File: config.mk
export PLATFORM = sky130hd
export DESIGN_NAME = ultrasonic_scan_ranger
export DESIGN_NICKNAME = d
export VERILOG_FILES = /design/src/rtl/usr_pkg.sv /design/src/rtl/usr_cm_divider.sv /design/src/rtl/ultrasonic_scan_ranger.sv
export SDC_FILE = /design/constraint.sdc
export NUM_CORES = 1
export LEC_CHECK = 0
export CAP_MARGIN = 20
export CELL_PAD_IN_SITES_DETAIL_PLACEMENT = 1
export CELL_PAD_IN_SITES_GLOBAL_PLACEMENT = 1
export CORE_MARGIN = 1
export CORE_UTILIZATION = 40
export CTS_CLUSTER_SIZE = 25
export DETAILED_ROUTE_END_ITERATION = 7
export DONT_BUFFER_PORTS = 1
export PLACE_DENSITY = 0.7
export SKIP_LAST_GASP = 1
export SYNTH_ARGS = -nofsm -noshare
export SYNTH_HDL_FRONTEND = slang
export SYNTH_SLANG_ARGS = --single-unit
File: constraint.sdc
create_clock -name clock -period 9.4 [get_ports clock]
set_input_delay 1.88 -clock clock [delete_from_list [all_inputs] [get_ports clock]]
set_output_delay 1.88 -clock clock [all_outputs]
set_load 0.01 [all_outputs]
File: src/rtl/usr_pkg.sv
// Shared constants, codes and types for the ultrasonic scan ranger.
`timescale 1ns / 1ps

package usr_pkg;

   localparam int unsigned SENSOR_COUNT_DEFAULT = 6;

   localparam int unsigned TIME_WIDTH    = 32;
   localparam int unsigned CMD_WIDTH     = 2;
   localparam int unsigned SLOT_WIDTH    = 3;
   localparam int unsigned CM_WIDTH      = 10;
   localparam int unsigned SWEEP_WIDTH   = 8;
   localparam int unsigned PHASE_WIDTH   = 4;
   localparam int unsigned REQ_DATA_WIDTH = 40;
   localparam int unsigned RSP_DATA_WIDTH = 40;

   localparam logic [CMD_WIDTH-1:0] CMD_POLL = 2'd0;
   localparam logic [CMD_WIDTH-1:0] CMD_RISE = 2'd1;
   localparam logic [CMD_WIDTH-1:0] CMD_FALL = 2'd2;

   localparam logic [PHASE_WIDTH-1:0] PHASE_MAX    = 4'd15;
   localparam logic [SWEEP_WIDTH-1:0] SWEEP_MAX    = 8'd255;
   localparam logic [CM_WIDTH-1:0]    MAX_DIST_RST = 10'd244;

   // width / 58 == (width >> 1) / 29; 29 * 36158 = 2^20 + 6, exact below 2^15
   localparam int unsigned    QUOT_WIDTH = CM_WIDTH + 1;
   localparam int unsigned    CM_SHIFT   = 20;
   localparam logic [15:0]    CM_RECIP   = 16'd36158;

   typedef struct packed {
      logic                  fits;
      logic [QUOT_WIDTH-1:0] cm;
   } cm_result_type;

endpackage

File: src/rtl/usr_cm_divider.sv
// Echo width to centimetres: reciprocal multiply by 1/58 with range flag.
`timescale 1ns / 1ps

module usr_cm_divider (
   input  logic [usr_pkg::TIME_WIDTH-1:0] echo_width,
   output usr_pkg::cm_result_type         result
);

   localparam int unsigned PROD_WIDTH = usr_pkg::CM_SHIFT + usr_pkg::QUOT_WIDTH;

   logic [14:0]           half_width;
   logic [PROD_WIDTH-1:0] product;

   assign half_width = echo_width[15:1];
   assign product    = PROD_WIDTH'(half_width) * PROD_WIDTH'(usr_pkg::CM_RECIP);

   // widths of 2^16 and above exceed any storable distance
   assign result.fits = (echo_width[usr_pkg::TIME_WIDTH-1:16] == '0);
   assign result.cm   = product[usr_pkg::CM_SHIFT +: usr_pkg::QUOT_WIDTH];

endmodule

File: src/rtl/ultrasonic_scan_ranger.sv
// Top level of the six-way multiplexed ultrasonic echo ranger.
`timescale 1ns / 1ps
//
//  Channel | Ports        | Carries
//  --------+--------------+---------------------------------------------------
//  request | req_t*       | poll / echo-rise / echo-fall event with timestamp
//  result  | rsp_t*       | trigger, address, store report, sweeps, read-back
//  config  | csr_wr_*     | range limit in cm, written while idle
//
//  One transaction per cycle while results are taken: input register,
//  combinational logic (one 15x16 multiply for the cm conversion), result register.
//  Synchronous reset clears phase, timestamps, distances, sweep count and
//  address, and sets the range limit to 244.
//  A stalled result holds; the input register takes a transaction while empty,
//  or while the result register is free or being taken in the same cycle.

module ultrasonic_scan_ranger #(
   parameter int unsigned SENSOR_COUNT = usr_pkg::SENSOR_COUNT_DEFAULT
) (
   input  logic                                clock,
   input  logic                                reset,
   input  logic                                req_tvalid,
   output logic                                req_tready,
   // time_us[31:0], read_slot[34:32], zero[39:35]
   input  logic [usr_pkg::REQ_DATA_WIDTH-1:0]  req_tdata,
   // command[1:0]
   input  logic [usr_pkg::CMD_WIDTH-1:0]       req_tuser,
   output logic                                rsp_tvalid,
   input  logic                                rsp_tready,
   // trigger_fired[0], sensor_address[3:1], stored[4], stored_slot[7:5],
   // stored_cm[17:8], full_sweeps[25:18], read_cm[35:26], zero[39:36]
   output logic [usr_pkg::RSP_DATA_WIDTH-1:0]  rsp_tdata,
   input  logic                                csr_wr_en,
   input  logic [usr_pkg::CM_WIDTH-1:0]        csr_wr_data
);

   localparam int unsigned TW = usr_pkg::TIME_WIDTH;
   localparam int unsigned SW = usr_pkg::SLOT_WIDTH;
   localparam int unsigned CW = usr_pkg::CM_WIDTH;
   localparam int unsigned PW = usr_pkg::PHASE_WIDTH;
   localparam int unsigned GW = usr_pkg::SWEEP_WIDTH;

   localparam logic [PW:0]   PHASE_LAST = (PW + 1)'(2 * SENSOR_COUNT);
   localparam logic [SW:0]   SLOT_LIMIT = (SW + 1)'(SENSOR_COUNT);
   localparam int unsigned   RSP_USED   = 1 + SW + 1 + SW + CW + GW + CW;

   logic                           in_valid_ff, in_valid_in;
   logic [usr_pkg::CMD_WIDTH-1:0]  in_cmd_ff;
   logic [TW-1:0]                  in_time_ff;
   logic [SW-1:0]                  in_slot_ff;

   logic                           rsp_valid_ff, rsp_valid_in;
   logic [RSP_USED-1:0]            rsp_data_ff, rsp_data_in;

   logic [CW-1:0]                  max_dist_ff, max_dist_in;
   logic [PW-1:0]                  phase_ff, phase_in;
   logic [TW-1:0]                  rise_ff, rise_in;
   logic [TW-1:0]                  echo_ff, echo_in;
   logic [GW-1:0]                  sweep_ff, sweep_in;
   logic [SW-1:0]                  addr_ff, addr_in;
   logic [CW-1:0]                  dist_ff [SENSOR_COUNT];

   logic                           advance;
   logic                           req_take;
   usr_pkg::cm_result_type         div_result;
   logic                           poll_act;
   logic                           wrap;
   logic [PW-1:0]                  phase_base;
   logic [SW-1:0]                  slot_idx;
   logic                           store_en;
   logic [CW-1:0]                  store_cm;
   logic [CW-1:0]                  read_cm;

   usr_cm_divider u_cm_divider (
      .echo_width (echo_ff),
      .result     (div_result)
   );

   assign advance    = in_valid_ff && (!rsp_valid_ff || rsp_tready);
   assign req_tready = !in_valid_ff || advance;
   assign req_take   = req_tvalid && req_tready;

   always_comb begin
      in_valid_in  = req_take ? 1'b1 : (advance ? 1'b0 : in_valid_ff);
      rsp_valid_in = advance ? 1'b1 : (rsp_tready ? 1'b0 : rsp_valid_ff);
      max_dist_in  = csr_wr_en ? csr_wr_data : max_dist_ff;
   end

   always_comb begin
      poll_act   = (in_cmd_ff == usr_pkg::CMD_POLL) && !phase_ff[0]
                   && ({1'b0, phase_ff} <= PHASE_LAST);
      wrap       = ({1'b0, phase_ff} >= PHASE_LAST);
      phase_base = wrap ? '0 : phase_ff;
      slot_idx   = SW'(phase_ff[PW-1:1] - 3'd1);
      store_en   = poll_act && (phase_ff != '0) && div_result.fits
                   && (div_result.cm <= {1'b0, max_dist_ff})
                   && ({1'b0, slot_idx} < SLOT_LIMIT);
      store_cm   = div_result.cm[CW-1:0];

      phase_in = phase_ff;
      rise_in  = rise_ff;
      echo_in  = echo_ff;
      sweep_in = sweep_ff;
      addr_in  = addr_ff;
      if (advance) begin
         case (in_cmd_ff)
            usr_pkg::CMD_POLL: begin
               if (poll_act) begin
                  phase_in = phase_base + 4'd1;
                  addr_in  = phase_base[PW-1:1];
                  if (wrap && (sweep_ff != usr_pkg::SWEEP_MAX)) begin
                     sweep_in = sweep_ff + 8'd1;
                  end
               end
            end
            usr_pkg::CMD_RISE: begin
               rise_in = in_time_ff;
            end
            usr_pkg::CMD_FALL: begin
               echo_in = in_time_ff - rise_ff;
               if (phase_ff != usr_pkg::PHASE_MAX) begin
                  phase_in = phase_ff + 4'd1;
               end
            end
            default: begin
            end
         endcase
      end
   end

   always_comb begin
      read_cm = '0;
      for (int i = 0; i < SENSOR_COUNT; i++) begin
         if (in_slot_ff == SW'(i)) begin
            read_cm = (store_en && (slot_idx == SW'(i))) ? store_cm : dist_ff[i];
         end
      end
      rsp_data_in = {read_cm,
                     sweep_in,
                     store_en ? store_cm : {CW{1'b0}},
                     store_en ? slot_idx : {SW{1'b0}},
                     store_en,
                     addr_in,
                     poll_act};
   end

   always_ff @(posedge clock) begin
      if (reset) begin
         in_valid_ff  <= 1'b0;
         rsp_valid_ff <= 1'b0;
         max_dist_ff  <= usr_pkg::MAX_DIST_RST;
         phase_ff     <= '0;
         rise_ff      <= '0;
         echo_ff      <= '0;
         sweep_ff     <= '0;
         addr_ff      <= '0;
         for (int i = 0; i < SENSOR_COUNT; i++) begin
            dist_ff[i] <= '0;
         end
      end else begin
         in_valid_ff  <= in_valid_in;
         rsp_valid_ff <= rsp_valid_in;
         max_dist_ff  <= max_dist_in;
         phase_ff     <= phase_in;
         rise_ff      <= rise_in;
         echo_ff      <= echo_in;
         sweep_ff     <= sweep_in;
         addr_ff      <= addr_in;
         for (int i = 0; i < SENSOR_COUNT; i++) begin
            if (advance && store_en && (slot_idx == SW'(i))) begin
               dist_ff[i] <= store_cm;
            end
         end
      end
   end

   always_ff @(posedge clock) begin
      if (req_take) begin
         in_cmd_ff  <= req_tuser;
         in_time_ff <= req_tdata[TW-1:0];
         in_slot_ff <= req_tdata[TW +: SW];
      end
      if (advance) begin
         rsp_data_ff <= rsp_data_in;
      end
   end

   assign rsp_tvalid = rsp_valid_ff;
   assign rsp_tdata  = usr_pkg::RSP_DATA_WIDTH'(rsp_data_ff);

   a_store_needs_trigger : assert property (@(posedge clock) disable iff (reset)
      rsp_tvalid && rsp_tdata[4] |-> rsp_tdata[0])
      else $error("distance stored without a trigger");

   a_address_in_range : assert property (@(posedge clock) disable iff (reset)
      rsp_tvalid && rsp_tdata[0] |-> ({1'b0, rsp_tdata[3:1]} < SLOT_LIMIT))
      else $error("trigger fired on an address beyond the last sensor");

   a_sweeps_monotonic : assert property (@(posedge clock) disable iff (reset)
      !$past(reset) |-> sweep_ff >= $past(sweep_ff))
      else $error("sweep count went backwards");

endmodule

==> flow_results.xml <==
<?xml version="1.0" encoding="UTF-8"?>
<metrics>
  <group name="pwr">
    <metric name="peak_ir_drop_on_the_vdd_network" unit="V">0.000141</metric>
    <metric name="power.density" unit="nW/um^2">145</metric>
    <metric name="clock_power_share" unit="%">41.4</metric>
    <metric name="swShare" unit="%">26.1</metric>
    <metric name="pint" unit="mW">1.79</metric>
    <metric name="total_switching_power" unit="uW">632</metric>
    <metric name="seq_power_share" unit="%">45.6</metric>
    <metric name="comb_power_share" unit="%">13.0</metric>
    <metric name="power.static_leakage" unit="nW">7.34</metric>
  </group>
  <group name="route">
    <metric name="detailedRoute.firstIterationViolations" unit="">484</metric>
    <metric name="vias" unit="">10959</metric>
    <metric name="drt_drc_violations_left" unit="">0</metric>
    <metric name="avgViaCountPerCell" unit="">5.24</metric>
    <metric name="firstDrtPassIters" unit="">4</metric>
    <metric name="wl_per_cell" unit="um">17.9</metric>
    <metric name="ant_nets" unit="">0</metric>
    <metric name="totalWireLength" unit="um">37500</metric>
  </group>
  <group name="grt">
    <metric name="grt_pass1_vias" unit="">11583</metric>
    <metric name="gr-usage-all-layers" unit="%">19.9</metric>
    <metric name="grt.overflow.total" unit="">0</metric>
    <metric name="antenna_found_initial" unit="">0</metric>
    <metric name="wire_length_of_the_first_global_routing_pass" unit="um">61200</metric>
    <metric name="grt_start_max_net_pins" unit="">77</metric>
  </group>
  <group name="sta">
    <metric name="max_slew.worst_pin.slew" unit="ns">0.988</metric>
    <metric name="grt_setup_unrepaired" unit="">no</metric>
    <metric name="timing.final.max_slew_violations" unit="">0</metric>
    <metric name="worst_slew_margin_rel" unit="%">34.1</metric>
    <metric name="setup_violations" unit="">0</metric>
    <metric name="final_cycle_share" unit="%">93.6</metric>
    <metric name="finalCriticalPeriod" unit="ns">8.80</metric>
    <metric name="number_of_endpoints_with_negative_hold_slack_in_the_final_report" unit="">0</metric>
    <metric name="tns" unit="ns">0</metric>
    <metric name="clock-skew-final" unit="ns">0.0172</metric>
    <metric name="max_freq" unit="GHz">0.114</metric>
  </group>
  <group name="floorplanning">
    <metric name="pin_count" unit="">99</metric>
    <metric name="rows" unit="">70</metric>
    <metric name="fp.coreArea" unit="sq um">37000</metric>
    <metric name="die_x_extent" unit="um">197</metric>
    <metric name="height_of_the_die" unit="um">197</metric>
    <metric name="die_footprint" unit="sq um">38700</metric>
    <metric name="initial_core_util" unit="%">41.0</metric>
  </group>
  <group name="min_path">
    <metric name="min_delay_worst_type" unit="">reg2reg</metric>
    <metric name="min-delay-start" unit="">rise_ff[16]$_SDFFE_PP0P_</metric>
    <metric name="worst_hold_path.endpoint" unit="">rise_ff[16]$_SDFFE_PP0P_</metric>
    <metric name="hold_path_depth" unit="">2</metric>
  </group>
  <group name="critical_path">
    <metric name="rrSetupSlack" unit="ns">0.60</metric>
    <metric name="cp.buffers_inverters" unit="">6</metric>
    <metric name="worst_stage_delay_on_the_critical_path" unit="ns">0.59</metric>
    <metric name="timing.critical_path.slowest_stage_cell" unit="">fa_1</metric>
    <metric name="critPathArrivalTime" unit="ns">9.06</metric>
    <metric name="cp-start-kind" unit="">flip-flop</metric>
    <metric name="cp_max_fo" unit="">14</metric>
    <metric name="timing.critical_path.max_delay_family" unit="">adder cells</metric>
    <metric name="critPathRequiredTime" unit="ns">9.67</metric>
    <metric name="timing.critical_path.to_type" unit="">flip-flop</metric>
    <metric name="path_common_cell" unit="">fa_1</metric>
    <metric name="reg2reg_depth" unit="">34</metric>
    <metric name="worstReg2RegEnd" unit="">rsp_data_ff[35]$_DFFE_PP_</metric>
    <metric name="origin_of_the_critical_flop_to_flop_path" unit="">echo_ff[12]$_SDFFE_PP0P_</metric>
    <metric name="timing.setup.critical_path_class" unit="">reg2reg</metric>
  </group>
  <group name="finish">
    <metric name="num-nets-final" unit="">1866</metric>
    <metric name="areaGrowthSynthToFinish" unit="%">9.74</metric>
    <metric name="layout.cell_area.non_filler" unit="sq um">16600</metric>
    <metric name="antenna_cells_inserted" unit="">0</metric>
    <metric name="num-fill-cells" unit="">4223</metric>
    <metric name="final_layout_size_suffix_gt1_share" unit="%">5.54</metric>
  </group>
  <group name="synth">
    <metric name="netlist_area" unit="sq um">15200</metric>
    <metric name="synth_warnings" unit="">0</metric>
    <metric name="cell_with_the_most_instances_after_synthesis" unit="">inv_1</metric>
    <metric name="count_of_distinct_cell_types_in_the_synthesized_netlist" unit="">74</metric>
    <metric name="synth_top_cells_by_area" unit="">edfxtp_1, ha_1, dfxtp_1</metric>
    <metric name="yosysSeqAreaShare" unit="%">38.2</metric>
    <metric name="synthCells" unit="">1563</metric>
    <metric name="post_synth_most_frequent_cells" unit="">inv_1, nand2_1, ha_1</metric>
    <metric name="async_reset_ff_share" unit="%">0</metric>
    <metric name="synth_largest_type_area_fraction" unit="%">26.3</metric>
    <metric name="synth_top_flop_cell" unit="">edfxtp_1</metric>
    <metric name="ys_ff_latch" unit="">223</metric>
    <metric name="post_synth.cell_area_avg" unit="sq um">9.70</metric>
    <metric name="synth_area_leader_cell" unit="">edfxtp_1</metric>
    <metric name="synth-edff-count" unit="">133</metric>
  </group>
  <group name="clocking">
    <metric name="numCtsBuffers" unit="">27</metric>
    <metric name="cts-hold-fix-buffers" unit="">0</metric>
    <metric name="cts_tree" unit="">yes</metric>
    <metric name="cts-root-to-sink-buffers" unit="">3</metric>
    <metric name="clk_root_buffer_cell" unit="">clkbuf_16</metric>
    <metric name="htreeDepth" unit="">1</metric>
    <metric name="post_cts.repair.setup_buffers" unit="">0</metric>
    <metric name="cts.clk_slew.worst_paths" unit="ns">0.06</metric>
    <metric name="worst_skew_pair.late_latency" unit="ns">0.54</metric>
    <metric name="cts_sinks" unit="">223</metric>
    <metric name="cts_resized" unit="">0</metric>
  </group>
  <group name="placement">
    <metric name="dpl-instance-area" unit="sq um">15800</metric>
    <metric name="port_buffers" unit="">0</metric>
    <metric name="dpl.hpwl" unit="um">28300</metric>
    <metric name="final_weighted_congestion_in_routability_driven_placement" unit="">0.847</metric>
  </group>
  <group name="run_status">
    <metric name="status" unit="">finished, final reports clean</metric>
  </group>
  <group name="run">
    <metric name="max_cap_violations" unit="">0</metric>
  </group>
</metrics>
[cell type report]
cell class	instances	area (sq um)	share of cell area, %
tap	504	631	3.79
timing repair buffer	29	218	1.31
clock buffer	39	762	4.58
sequential	223	5800	34.8
clock inverter	10	85.1	0.511
multi-input combinational	1094	8420	50.6
inverter	194	728	4.38
[stage by stage]
stage	worst slack [ns]	power, mW	utilization (%)	cells	hold slack, ns
2_1_floorplan	0.983	1.35	-	1566	0.432
3_3_place_gp	0.798	1.43	42.7	2044	0.434
3_5_place_dp	0.589	1.44	42.7	2044	0.443
4_1_cts	0.516	2.45	45.0	2093	0.451
5_1_grt	0.104	2.52	45.0	2093	0.463
6_report	0.603	2.42	45.0	2093	0.450
[logic make-up (layout without fill, tap and decap cells)]
kind of cell	Yosys count	in the layout	synth area share [%]
DFF	223	223	38.2
muxes	28	28	2.01
AOI/OAI and AO/OA	312	312	12.9
other	1	4	0.0247
adders and majority gates	241	241	23.6
and+or+nand+nor	457	457	13.8
xor gates and xnor gates	52	52	3.10
buffers and inverters	249	272	6.34
[how the worst max path moves through the flow]
stage	end	start	cells past startpoint	slack, ns
6_report	rsp_data_ff[35]$_DFFE_PP_	echo_ff[12]$_SDFFE_PP0P_	34	0.60
3_3_place_gp	rsp_data_ff[35]$_DFFE_PP_	echo_ff[12]$_SDFFE_PP0P_	33	0.80
5_1_grt	rsp_data_ff[35]$_DFFE_PP_	echo_ff[10]$_SDFFE_PP0P_	33	0.10
3_5_place_dp	rsp_data_ff[35]$_DFFE_PP_	echo_ff[12]$_SDFFE_PP0P_	34	0.59
2_1_floorplan	dist_ff[5][0]$_SDFFCE_PN0P_	echo_ff[12]$_SDFFE_PP0P_	30	0.98
4_1_cts	rsp_data_ff[35]$_DFFE_PP_	echo_ff[12]$_SDFFE_PP0P_	34	0.52
[registers in the layout (all words and copies together) (netlist names)]
| signal | count |
|---|---|
| in_valid_ff | 1 |
| sweep_ff | 8 |
| echo_ff | 31 |
| in_cmd_ff | 2 |
| addr_ff | 3 |
| rsp_tvalid | 1 |
| max_dist_ff | 10 |
| dist_ff | 60 |
| phase_ff | 4 |
| rsp_data_ff | 36 |
| in_time_ff | 32 |
| in_slot_ff | 3 |
| rise_ff | 32 |
[per-layer routing]
layer	vias up	wire length [um]	GRT usage [%]
met1	5409	17400	26.1
met5	-	0	0
met2	139	18300	34.8
met4	0	850	5.17
li1	5361	-	-
met3	50	1050	2.22
[power by group through the flow]
stage | clock network [mW] | logic [mW] | registers (mW)
floorplan | 0 | 0.238 | 1.11
global placement | 0 | 0.305 | 1.12
detailed placement | 0 | 0.317 | 1.12
CTS | 1.03 | 0.320 | 1.10
global route | 1.06 | 0.359 | 1.11
finish | 1.00 | 0.315 | 1.10
[layout by cell type, fill, tap and decap left out, types with 7 or more instances in the layout]
master	n
a211oi_1	11
o21ai_0	52
nand3_1	23
nand4_1	11
nor2_1	128
o211ai_1	9
clkbuf_16	28
a21o_1	27
inv_1	193
clkbuf_1	9
o21bai_1	8
nand2_1	179
and3_1	10
o21a_1	13
and2_1	22
edfxtp_1	133
dfxtp_1	90
ha_1	164
a211o_1	8
fa_1	76
xnor2_1	26
nor2b_1	18
nand2b_1	14
buf_4	29
mux2i_1	21
nor3_1	15
a31oi_1	7
xor2_1	24
a21oi_1	125
nor4_1	10
[worst reg2reg max path: cells and delay by family, from the launching register on]
family | cells | cell delay, ns
adder cells (fa/ha/maj) | 8 | 3.80
AO/OA/AOI/OAI | 12 | 2.03
AND/OR/NAND/NOR | 6 | 1.06
buffers and inverters | 6 | 0.53
flip-flops | 1 | 0.46
multiplexers | 1 | 0.46
XOR/XNOR | 1 | 0.21
No activity file was read; power rests on OpenSTA's default activity.
